## config.mk

```make
export PLATFORM = sky130hd
export DESIGN_NAME = dwes_prefix_mem
export DESIGN_NICKNAME = d
export VERILOG_FILES = /design/src/hw/rtl/dwes_pkg.sv /design/src/hw/rtl/dwes_prefix_mem.sv
export SDC_FILE = /design/constraint.sdc
export NUM_CORES = 2
export LEC_CHECK = 0
export CORE_MARGIN = 4
export CORE_UTILIZATION = 25
export CTS_BUF_LIST = sky130_fd_sc_hd__clkbuf_8
export DETAILED_ROUTE_END_ITERATION = 12
export DONT_BUFFER_PORTS = 1
export SYNTH_ARGS = -nofsm -noshare
export SYNTH_HDL_FRONTEND = slang
export SYNTH_SLANG_ARGS = --single-unit
```

## constraint.sdc

```tcl
create_clock -name clk -period 5.6 [get_ports clk]
set_input_delay 0.28 -clock clk [delete_from_list [all_inputs] [get_ports clk]]
set_output_delay 0.28 -clock clk [all_outputs]
set_load 0.1 [all_outputs]
```

## src/hw/rtl/dwes_pkg.sv

```systemverilog
`default_nettype none
// ----------------------------------------------------------------------------
// dwes_pkg
// Shared constants, types and helpers of the degree-weighted edge sampler.
// ----------------------------------------------------------------------------
package dwes_pkg;

  localparam int MAX_EDGES   = 64;
  localparam int DEGREE_BITS = 16;
  localparam int VERTEX_BITS = 16;
  localparam int RANDOM_BITS = 16;

  localparam int IDX_W   = $clog2(MAX_EDGES);
  localparam int CNT_W   = $clog2(MAX_EDGES + 1);
  localparam int DVAL_W  = DEGREE_BITS + 1;
  localparam int PFX_W   = DVAL_W + CNT_W + IDX_W;
  localparam int EP_W    = 2 * VERTEX_BITS;

  localparam logic [1:0] KIND_CLEAR = 2'd0;
  localparam logic [1:0] KIND_LOAD  = 2'd1;
  localparam logic [1:0] KIND_DRAW  = 2'd2;

  localparam logic [1:0] RULE_MAX  = 2'd0;
  localparam logic [1:0] RULE_MIN  = 2'd1;
  localparam logic [1:0] RULE_SUM  = 2'd2;
  localparam logic [1:0] RULE_DIFF = 2'd3;

  localparam logic REG_DEGREE_RULE     = 1'b0;
  localparam logic REG_REQUESTED_EDGES = 1'b1;

  // edge store write request
  typedef struct packed {
    logic              en;
    logic [IDX_W-1:0]  addr;
    logic [EP_W-1:0]   endpoints;
    logic [DVAL_W-1:0] dval;
  } edge_wr_t;

  function automatic logic [DVAL_W-1:0] combine(
    input logic [1:0] rule,
    input logic [DEGREE_BITS-1:0] a,
    input logic [DEGREE_BITS-1:0] b
  );
    logic [DVAL_W-1:0] ea;
    logic [DVAL_W-1:0] eb;
    ea = {1'b0, a};
    eb = {1'b0, b};
    case (rule)
      RULE_MAX: combine = (ea > eb) ? ea : eb;
      RULE_MIN: combine = (ea < eb) ? ea : eb;
      RULE_SUM: combine = ea + eb;
      default:  combine = (ea > eb) ? ea - eb : eb - ea;
    endcase
  endfunction

endpackage
`default_nettype wire

```

## src/hw/rtl/dwes_prefix_mem.sv

```systemverilog
`default_nettype none
// ----------------------------------------------------------------------------
// dwes_prefix_mem
// Prefix-sum store, one write and one registered read port.
// ----------------------------------------------------------------------------
module dwes_prefix_mem (
  input  wire logic                       clk,
  input  wire logic                       wr_en,
  input  wire logic [dwes_pkg::IDX_W-1:0] wr_addr,
  input  wire logic [dwes_pkg::PFX_W-1:0] wr_data,
  input  wire logic [dwes_pkg::IDX_W-1:0] rd_addr,
  output logic      [dwes_pkg::PFX_W-1:0] rd_data
);

  logic [dwes_pkg::PFX_W-1:0] mem [dwes_pkg::MAX_EDGES];

  always_ff @(posedge clk) begin
    if (wr_en) begin
      mem[wr_addr] <= wr_data;
    end
    rd_data <= mem[rd_addr];
  end

endmodule
`default_nettype wire

```

Word level (Yosys, flattened, before mapping)

Memories as Yosys holds them, arrays and structs flattened. A register that Yosys moved wholly into a read port is not among the register bits.
Index checks and enable logic that the tools add are counted.

Register bits: 0
Word-level logic and storage cells: 3
Latch bits: 0
Memory bits (writable): 1,920
Bits in read-only memories: 0
Bits of input ports: 44
Output and inout bits: 30
Memories: 1

Memories:

| name | words | width | read ports | clocked after Yosys merged registers in | write ports | RTL line              | RTL |
|---|---|---|---|---|---|---|---|
| mem  | 64    | 30    | 1          | 1                                       | 1           | dwes_prefix_mem.sv:15 | `logic [dwes_pkg::PFX_W-1:0] mem [dwes_pkg::MAX_EDGES];` |

Shift-type cells: 0
Add/sub/neg operators: 0
Magnitude comparators: 0
Bitwise operators: 0
Mux-type cells: 2
Eq/ne operators: 0
Divide/modulo/power cells: 0
Multipliers: 0
Reduce and logical (&&, ||, !) cells: 0

Operators with widths:

| cell   | count |
|---|---|
| $mux 1 | 2 |

Depth between registers and ports, before layout

Word-level depth: 2
Depth in mapped cells: 11
Depth with buffers taken out: 5

Worst setup path before layout

OpenSTA, ideal clock, no wires.

Path kind: input port to flip-flop
Start: input port wr_addr[3] (netlist name)
End: memory mem[48][0] (netlist name) (enable)
Path buffers: 1
Data required time: 5.146 ns
Data arrival time: 2.845 ns
Path slack: 2.301 ns
Stages: 4
Library setup time: 0.454 ns
Cells stage by stage: clkbuf_1 nor2b_1 nand4b_1 nor3_1

RTL lines:

| what            | RTL line              | RTL |
|---|---|---|
| start, declared | dwes_prefix_mem.sv:9  | `input wire logic [dwes_pkg::IDX_W-1:0] wr_addr,` |
| end, declared   | dwes_prefix_mem.sv:15 |  |

No word-level cell before the write port.

==> results.ini <==
[pwr]
p_leak_uw = 0.02685
ir_worst_vdd_mv = 0.1962
power_density_mw_per_mm2 = 335.7
finalPower_uw = 28970

[placed_design]
dp_cells = 7129
io_buffers = 0
place_congestion = 0.8109
pre_cts_ws_ns = 2.627
hpwl_mm = 99.93
postPlaceCellArea_mm2 = 0.07904

[grt]
grt_antenna_before_repair = 16
grt-ovfl-total = 0
grt_pass1_vias = 36430
use_met1_pct = 16.68
busiest_layer = met2
grt_max_degree = 431
grt_pass1_wl_mm = 271.1
grt_use_met3_pct = 2.827
grt_usage_pct = 12.21
grtUsageMet2_pct = 19.48

[timing]
max-slew-margin-rel_pct = -32.91
period_minus_slack_ns = 3.518
setup-violations-final = 0
rsz0062_at_grt = false
tns_ns = 0
min_period_over_period_pct = 62.82
slew_viol_final = 167
setup_slack_ns = 2.082
fmax_mhz = 284.3
finClkSkew_ns = 0.07437
tightest_slew_ns = 1.994
final_hold_viol_count = 0

[critical_path]
required_ns = 6.51
slowest_delay_ns = 0.69
path_common_cell = dlygate4sd3_1
endpoint_kind = flip-flop
cp_top_family = buffers and inverters
path_cells = mux4_2 > and3_1 > dlygate4sd3_1 > o311ai_1 > dlygate4sd3_1 > o41ai_1 > dlygate4sd3_1
cp_slowest_cell = dlygate4sd3_1
start_kind = flip-flop
crit_buf_inv = 3
cp.arrival_ns = 4.43
crit_fanout = 1
crit_type = reg -> reg

[floorplanning]
start_util_pct = 25.13
die_area_mm2 = 0.3046
fp.coreArea_mm2 = 0.2943
die_w_um = 551.9
ios = 74
rows = 199
die_h_um = 551.9

[logic_synthesis]
synth.net_count = 3353
ys_ff_latch = 1950
yosysUniqueCellTypes = 38
synthCells = 3309
synth_warnings = 0
syn_avg_cell_area_um2 = 22.35
ys_seq_area_share_pct = 78.76
syn_area_mm2 = 0.07397

[cts]
cts-root-buf = clkbuf_8
post-cts-setup-buffer-count = 0
cts_hold_buf = 92
cts_buffers = 327
clk_path_buf_depth = 4
h-tree-depth = 5
clkTransAtPathRegs_ns = 0.06
cts_resized = 0
clock_latency_ns = 1.03
cts_tree = yes
clock_sinks = 1950

[route]
antenna_left = 0
viasPerCell = 4.625
vias = 36090
drt-total-wl_mm = 190.4
dr.pass1.iters = 6
drt_iter0_markers = 4052
detail_route.wl_per_cell_um = 24.41
drc = 0

[layout]
area_growth_pct = 16.68
drive_gt1_share_pct = 25.51
design_area_mm2 = 0.08631
finalNetCount = 3680
fin_cells = 7803

[hold_path]
hold_path_class = in -> reg

[run_status]
status = finished, violations left
violations = slew limit

[job]
maxCapViolations = 0

[power breakdown]
group | internal (uW) | leakage, uW | switching, uW
sequential | 16200 | 0.0175 | 130
clock | 5610 | 0.00330 | 5460
combinational | 589 | 0.00603 | 1030
total | 22400 | 0.0269 | 6610
[logic make-up (layout without fill, tap and decap cells)]
logic type	Yosys count	after routing	synth area share, %
compound gates	258	258	2.568
mux	636	636	15.51
other cells	0	19	0
simple gates	281	281	1.856
buf+inv	184	740	1.311
flops	1950	1950	78.76
[sequential cells by signal, indices dropped and copies added, names as in the netlist]
signal / flops
mem: 1920
rd_data: 30
[metal layers]
metal	vias to the layer above	wire length (um)
met5	-	57
met4	8	4293
met3	323	14520
met2	1461	91690
met1	19540	79880
li1	14760	-
[final cells by class]
class	instances	area, um2
fillers	28550	208000
well taps	3919	4903
clock buffers	335	4611
multi-input cells	1175	15240
diodes	19	47.55
clock inverters	223	962.2
flip-flops and latches	1950	58260
inverters	1	3.754
repair buffers	181	2280
[Yosys cell counts (all sizes together)]
cell	count	area (um2)
a22o	21	183.9
nand4	23	143.9
o21ai	27	135.1
a311oi	21	183.9
nand2	30	112.6
nand4b	1	8.760
nand3	27	135.1
o311ai	6	52.55
mux4	408	9189
clkbuf	80	300.3
and2	3	18.77
o22a	6	52.55
edfxtp	1920	57660
o22ai	42	262.8
nor3	4	20.02
nor2	120	452.9
nand2b	8	50.05
nand3b	6	45.04
nor4	8	50.05
a221oi	3	26.28
o221ai	12	105.1
a21o	3	22.52
and3	4	25.02
a21oi	3	15.01
or3b	5	43.79
mux2i	228	2282
or4	3	22.52
nor2b	36	225.2
inv	1	3.750
buf	103	665.7
or3	3	18.77
a22oi	111	833.3
dfxtp	30	600.6
o41ai	3	26.28
[cell usage in the layout, fill, tap and decap left out, types with 42 or more instances in the layout]
master	Yosys	routed
a22oi_1	111	111
buf_4	36	84
clkbuf_8	0	335
clkinv_1	0	62
dlygate4sd3_1	0	57
edfxtp_1	1920	1920
inv_1	1	122
mux2i_1	228	228
mux4_2	408	408
nor2_1	119	54
nor2_4	0	62
o22ai_1	42	42
[through the flow]
stage | hold slack (ns) | utilization, %
after floorplan | 0.3789 | -
after global placement | 0.3846 | 26.85
after detailed placement | 0.3840 | 26.86
after CTS | 0.003403 | 29.28
after global routing | 0.02637 | 29.32
final | 0.1102 | 29.33
[final timing paths]
kind                               endpoint  slack [ns]        start  cells after the start
worst min register to register  rd_data[20]        0.76  mem[28][20]                      4
worst max-delay path            rd_data[25]        2.08  mem[63][25]                      7
worst min-delay path             rd_data[0]        0.11   rd_addr[3]                      5
worst max register to register  rd_data[25]        2.08  mem[63][25]                      7
[worst register-to-register path, stage by stage, from the launching register on]
cell and delay, ns:
edfxtp_1 0.37, mux4_2 0.47, and3_1 0.21, dlygate4sd3_1 0.58, o311ai_1 0.46, dlygate4sd3_1 0.69, o41ai_1 0.09, dlygate4sd3_1 0.57
Note: power is estimated with default switching activity, not from simulation.
