<file path="config.mk">
export PLATFORM = sky130hd
export DESIGN_NAME = dwes_edge_mem
export DESIGN_NICKNAME = d
export VERILOG_FILES = /design/src/hw/rtl/dwes_pkg.sv /design/src/hw/rtl/dwes_edge_mem.sv
export SDC_FILE = /design/constraint.sdc
export NUM_CORES = 2
export LEC_CHECK = 0
export BUFFER_PORTS_ARGS = -buffer_cell sky130_fd_sc_hd__buf_4
export CORE_MARGIN = 2
export CORE_UTILIZATION = 50
export CTS_CLUSTER_DIAMETER = 150
export CTS_CLUSTER_SIZE = 28
export DETAILED_ROUTE_END_ITERATION = 16
export GPL_TIMING_DRIVEN = 0
export PLACE_DENSITY = 0.72
export SLEW_MARGIN = 10
export SYNTH_ARGS = -nofsm -noshare
export SYNTH_HDL_FRONTEND = slang
export SYNTH_SLANG_ARGS = --single-unit
</file>
<file path="constraint.sdc">
create_clock -name clk -period 4.5 [get_ports clk]
set_input_delay 0.225 -clock clk [delete_from_list [all_inputs] [get_ports clk]]
set_output_delay 0.225 -clock clk [all_outputs]
set_load 0.005 [all_outputs]
</file>
<file path="src/hw/rtl/dwes_pkg.sv">
`default_nettype none
// ----------------------------------------------------------------------------
// dwes_pkg
// Shared constants, types and helpers of the degree-weighted edge sampler.
// ----------------------------------------------------------------------------
package dwes_pkg;

  localparam int MAX_EDGES   = 64;
  localparam int DEGREE_BITS = 16;
  localparam int VERTEX_BITS = 16;
  localparam int RANDOM_BITS = 16;

  localparam int IDX_W   = $clog2(MAX_EDGES);
  localparam int CNT_W   = $clog2(MAX_EDGES + 1);
  localparam int DVAL_W  = DEGREE_BITS + 1;
  localparam int PFX_W   = DVAL_W + CNT_W + IDX_W;
  localparam int EP_W    = 2 * VERTEX_BITS;

  localparam logic [1:0] KIND_CLEAR = 2'd0;
  localparam logic [1:0] KIND_LOAD  = 2'd1;
  localparam logic [1:0] KIND_DRAW  = 2'd2;

  localparam logic [1:0] RULE_MAX  = 2'd0;
  localparam logic [1:0] RULE_MIN  = 2'd1;
  localparam logic [1:0] RULE_SUM  = 2'd2;
  localparam logic [1:0] RULE_DIFF = 2'd3;

  localparam logic REG_DEGREE_RULE     = 1'b0;
  localparam logic REG_REQUESTED_EDGES = 1'b1;

  // edge store write request
  typedef struct packed {
    logic              en;
    logic [IDX_W-1:0]  addr;
    logic [EP_W-1:0]   endpoints;
    logic [DVAL_W-1:0] dval;
  } edge_wr_t;

  function automatic logic [DVAL_W-1:0] combine(
    input logic [1:0] rule,
    input logic [DEGREE_BITS-1:0] a,
    input logic [DEGREE_BITS-1:0] b
  );
    logic [DVAL_W-1:0] ea;
    logic [DVAL_W-1:0] eb;
    ea = {1'b0, a};
    eb = {1'b0, b};
    case (rule)
      RULE_MAX: combine = (ea > eb) ? ea : eb;
      RULE_MIN: combine = (ea < eb) ? ea : eb;
      RULE_SUM: combine = ea + eb;
      default:  combine = (ea > eb) ? ea - eb : eb - ea;
    endcase
  endfunction

endpackage
`default_nettype wire

</file>
<file path="src/hw/rtl/dwes_edge_mem.sv">
`default_nettype none
// ----------------------------------------------------------------------------
// dwes_edge_mem
// Edge store: endpoints and combined degree value, one write and one
// registered read port.
// ----------------------------------------------------------------------------
module dwes_edge_mem (
  input  wire logic                        clk,
  input  wire dwes_pkg::edge_wr_t          wr,
  input  wire logic [dwes_pkg::IDX_W-1:0]  rd_addr,
  output logic      [dwes_pkg::EP_W-1:0]   rd_endpoints,
  output logic      [dwes_pkg::DVAL_W-1:0] rd_dval
);

  logic [dwes_pkg::EP_W-1:0]   ep_mem [dwes_pkg::MAX_EDGES];
  logic [dwes_pkg::DVAL_W-1:0] dv_mem [dwes_pkg::MAX_EDGES];

  always_ff @(posedge clk) begin
    if (wr.en) begin
      ep_mem[wr.addr] <= wr.endpoints;
      dv_mem[wr.addr] <= wr.dval;
    end
    rd_endpoints <= ep_mem[rd_addr];
    rd_dval      <= dv_mem[rd_addr];
  end

endmodule
`default_nettype wire

</file>
* Word-level counts from Yosys, hierarchy flattened
Memory sizes are Yosys's and may differ from the RTL's. A register that Yosys moved wholly into a read port is not among the register bits.
Cells that the tools add are included.
** Operators by class
- Mux-type cells :: 2
** Operators with widths (number)
- $mux W1 :: 2
** Storage, ports and cells
- Memory bits (writable) :: 3136
- Output and inout bits :: 49
- Logic and storage cells :: 4
- Bits of input ports :: 63
- Memories :: 2
- Flip-flop bits (word level) :: 0
** Memory list
- ep_mem :: depth 64, width 32, read ports 1, clocked after memory_dff 1, wr ports 1, line dwes_edge_mem.sv:15 : logic [dwes_pkg::EP_W-1:0] ep_mem [dwes_pkg::MAX_EDGES];
- dv_mem :: depth 64, width 17, read ports 1, clocked after memory_dff 1, wr ports 1, line dwes_edge_mem.sv:16 : logic [dwes_pkg::DVAL_W-1:0] dv_mem [dwes_pkg::MAX_EDGES];

* Depth between registers and ports, before layout
- Word-level depth :: 2
- Depth in mapped cells :: 10

* Worst setup path before layout
No wires, ideal clock.
- Kind :: input port to flip-flop
- From :: input wr[54] (netlist name)
- To :: memory dv_mem[32][0] (netlist name), enable pin
- Slack :: 0.936 ns
- Setup time :: 0.456 ns
- Data required time :: 4.044 ns
- Data arrival time :: 3.109 ns
- Cell stages on the path :: 4
- Cells stage by stage :: clkbuf_1 or3b_2 clkbuf_1 nor2_1
** RTL lines
- from (decl) :: line dwes_edge_mem.sv:9 : input wire dwes_pkg::edge_wr_t wr,
- to (decl) :: line dwes_edge_mem.sv:16
Straight into the memory's write port.

==> reports/metrics.cfg <==
[pwr]
ir_worst_vdd_uv=326
cellLeakagePower_nw=40.3
finalPower_w=0.0505
cellPowerDensity_nw_per_um2=380

[logic_synthesis]
syn_nets=5158
synth.distinct_cells=34
yosysWarnings=0
synth.yosys.seq_area_share_pct=79.5
synth.avg_cell_area_um2=23.5
synthArstFlopShare_pct=0
synth_flop_cell=edfxtp_1
syn_area_um2=120000
synth_edf_count=3136
synth.ff_latch_count=3185
syn_inst=5095

[grt]
grt_max_degree=65
antenna_found_initial=21
grt.overflow.total=0
grt_pass1_vias=58100
grt_pass1_wl_um=462000
grt_use_total_pct=27.5

[timing]
max-slew-margin-rel_pct=5.08
clock_skew_ns=0.0342
setup_violations=0
rsz0062_at_grt=no
finalSetupTns_ns=0
whs_ns=0.454
fmax_ghz=0.243
worst_pin_slew_ns=1.42
period_share_pct=91.6
period_minus_slack_ns=4.12
slew_violations=0
hold_viol_final=0

[worst_setup_path]
reg2regPathDepth=5
end_kind=flip-flop
worstSetupStartpointType=input port
crit_type=input port to flip-flop
required_ns=5.13
cp_cell_sequence=buf_4 > clkbuf_1 > clkbuf_2 > nor2b_1 > clkbuf_1 > a21oi_1 > a21oi_1 > a221oi_1
worst-path-max-fanout=13
worstSetupEndpoint=rd_endpoints[21]$_DFF_P_
regToRegStartpoint=ep_mem[44][27]$_DFFE_PP_
crit_slowest_cell=nor2b_1
rrSetupSlack_ns=1.87
crit_start=rd_addr[3]
cp.arrival_ns=4.75
max_stage_delay_ns=0.99
r2r-end=rd_endpoints[27]$_DFF_P_

[run]
maxCapViolCount=0

[clock_tree]
clock-sinks=3185
cts_tree=done
clk_latency_ns=0.87
htree_levels=4
post_cts_buffers=0
cts_buffer_depth=3
cts-resized-gates=0
path_clk_slew_ns=0.11
cts-root-buf=clkbuf_16
cts_buffers=131

[drt]
drcViolationCount=0
firstDrtPassIters=6
wl_per_cell_um=38.1
vias_per_cell=6.81
routed_wl_um=335000
final_antenna_net_count=0
num_vias=59800
dr.first_iter.drc_count=11100

[floorplan]
chipHeight_um=493
core_area_um2=238000
die_w_um=493
start_util_pct=50.3
rows=179
pin_count=112
die_area_um2=243000

[min_path]
hp-class=input port to flip-flop

[place]
gp_congestion=0.856
dp_hpwl_um=223000
io_buffer_count=104

[cells_and_area]
finish.utilization_pct=55.9
area_growth_pct=11.0
layout-drive-gt1-share_pct=25.6
layout.nets=5609
fillCellCount=16800

[status]
status=finished, final reports clean

-- what timing repair did --
item | CTS | global route
endpoints found under the hold margin | 3109 | 0
hold buffers | 49 | 0
setup endpoints to repair | 0 | 0
-- sequential cells by signal, summed over array words and instances, names as in the netlist --
register and cells:
dv_mem 1088, ep_mem 2048, rd_dval 17, rd_endpoints 32
-- final cells by class --
class | instances | area (um^2) | area share (%)
clock buffer | 168 | 3500 | 2.64
tap | 3167 | 3960 | 2.98
antenna | 20 | 50.0 | 0.0377
clock inverter | 12 | 131 | 0.0989
multi-input combinational | 1616 | 23400 | 17.6
buffer | 294 | 1580 | 1.19
timing repair buffer | 318 | 5090 | 3.83
sequential | 3185 | 95200 | 71.6
-- cells in the final DEF, fill, tap and decap left out, types with 71 or more instances in the layout --
master,n
edfxtp_1,3136
mux4_2,762
clkbuf_1,162
buf_4,150
clkbuf_16,135
o22ai_1,118
buf_12,95
a221oi_1,77
a22oi_1,74
mux2i_1,72
a21oi_1,71
-- worst min path at each step --
stage | start | endpoint | slack (ns) | depth (start not counted)
2_1_floorplan | wr[0] | dv_mem[0][0]$_DFFE_PP_ | 0.32 | 0
3_3_place_gp | rd_endpoints[28]$_DFF_P_ | rd_endpoints[28] | 0.61 | 1
3_5_place_dp | rd_endpoints[16]$_DFF_P_ | rd_endpoints[16] | 0.60 | 1
4_1_cts | wr[30] | ep_mem[18][13]$_DFFE_PP_ | 0.41 | 2
5_1_grt | wr[30] | ep_mem[18][13]$_DFFE_PP_ | 0.47 | 2
6_report | wr[30] | ep_mem[18][13]$_DFFE_PP_ | 0.45 | 2
-- power breakdown --
part           leakage [nW]  total, W  internal, W  switching [W]
Sequential             28.6    0.0329       0.0328      0.0000680
Clock                  1.77    0.0142      0.00559        0.00865
Combinational          9.88   0.00336      0.00116        0.00220
-- critical path, delay by kind of cell --
| kind | cells | cell delay, ns |
|---|---|---|
| AND/OR/NAND/NOR | 1 | 0.99 |
| buffers and inverters | 4 | 2.03 |
| AO/OA/AOI/OAI | 3 | 1.43 |
-- synthesized netlist by cell type (2+ instances only) --
library cell / count / share of area [%]
a22oi_1: 74 / 0.46
nor3_1: 3 / 0.013
a211oi_1: 45 / 0.28
buf_2: 67 / 0.28
nand3_1: 8 / 0.033
buf_1: 18 / 0.056
nor2b_1: 31 / 0.16
a22o_1: 56 / 0.41
nor2_1: 134 / 0.42
o22ai_1: 118 / 0.62
mux2_2: 20 / 0.19
nand2_1: 58 / 0.18
nand3b_1: 6 / 0.038
buf_4: 46 / 0.29
buf_6: 29 / 0.27
or3_1: 2 / 0.010
mux2i_1: 72 / 0.60
a311oi_1: 20 / 0.15
edfxtp_1: 3136 / 79
a221oi_2: 2 / 0.025
mux4_2: 762 / 14
clkbuf_1: 134 / 0.42
o221ai_1: 25 / 0.18
dfxtp_1: 49 / 0.82
nand2b_1: 8 / 0.042
a221oi_1: 77 / 0.56
a31o_2: 10 / 0.073
a21oi_1: 71 / 0.30
or3b_2: 5 / 0.037
and2_1: 3 / 0.016
or2_2: 3 / 0.016
-- per-layer routing --
metal  wire (um)  track usage [%]  share of wire [%]  vias up
li1            -                -                  -    22700
met1      115000             37.1                 34    31300
met2      156000             42.5                 47     4887
met3       43800             6.30                 13      837
met4       19300             13.8                5.8        4
met5          55                0              0.016        -
-- per-stage QoR --
| step | cells | instance area, um^2 | setup WS (ns) |
|---|---|---|---|
| after CTS | 8760 | 133000 | 0.656 |
| final | 8780 | 133000 | 0.380 |
| after floorplan | 5095 | 120000 | 0.936 |
| after detailed placement | 8531 | 129000 | -0.270 |
| after global routing | 8769 | 133000 | 0.541 |
| after global placement | 8366 | 124000 | -2.39 |
-- logic make-up after synthesis --
group	count (synthesis)	share of synthesized area [%]
muxes	854	15.1
DFF	3185	79.5
and+or+nand+nor	262	0.973
AOI/OAI and AO/OA	500	3.07
buffers and inverters	294	1.32
Power figures use the tool's default switching activity.
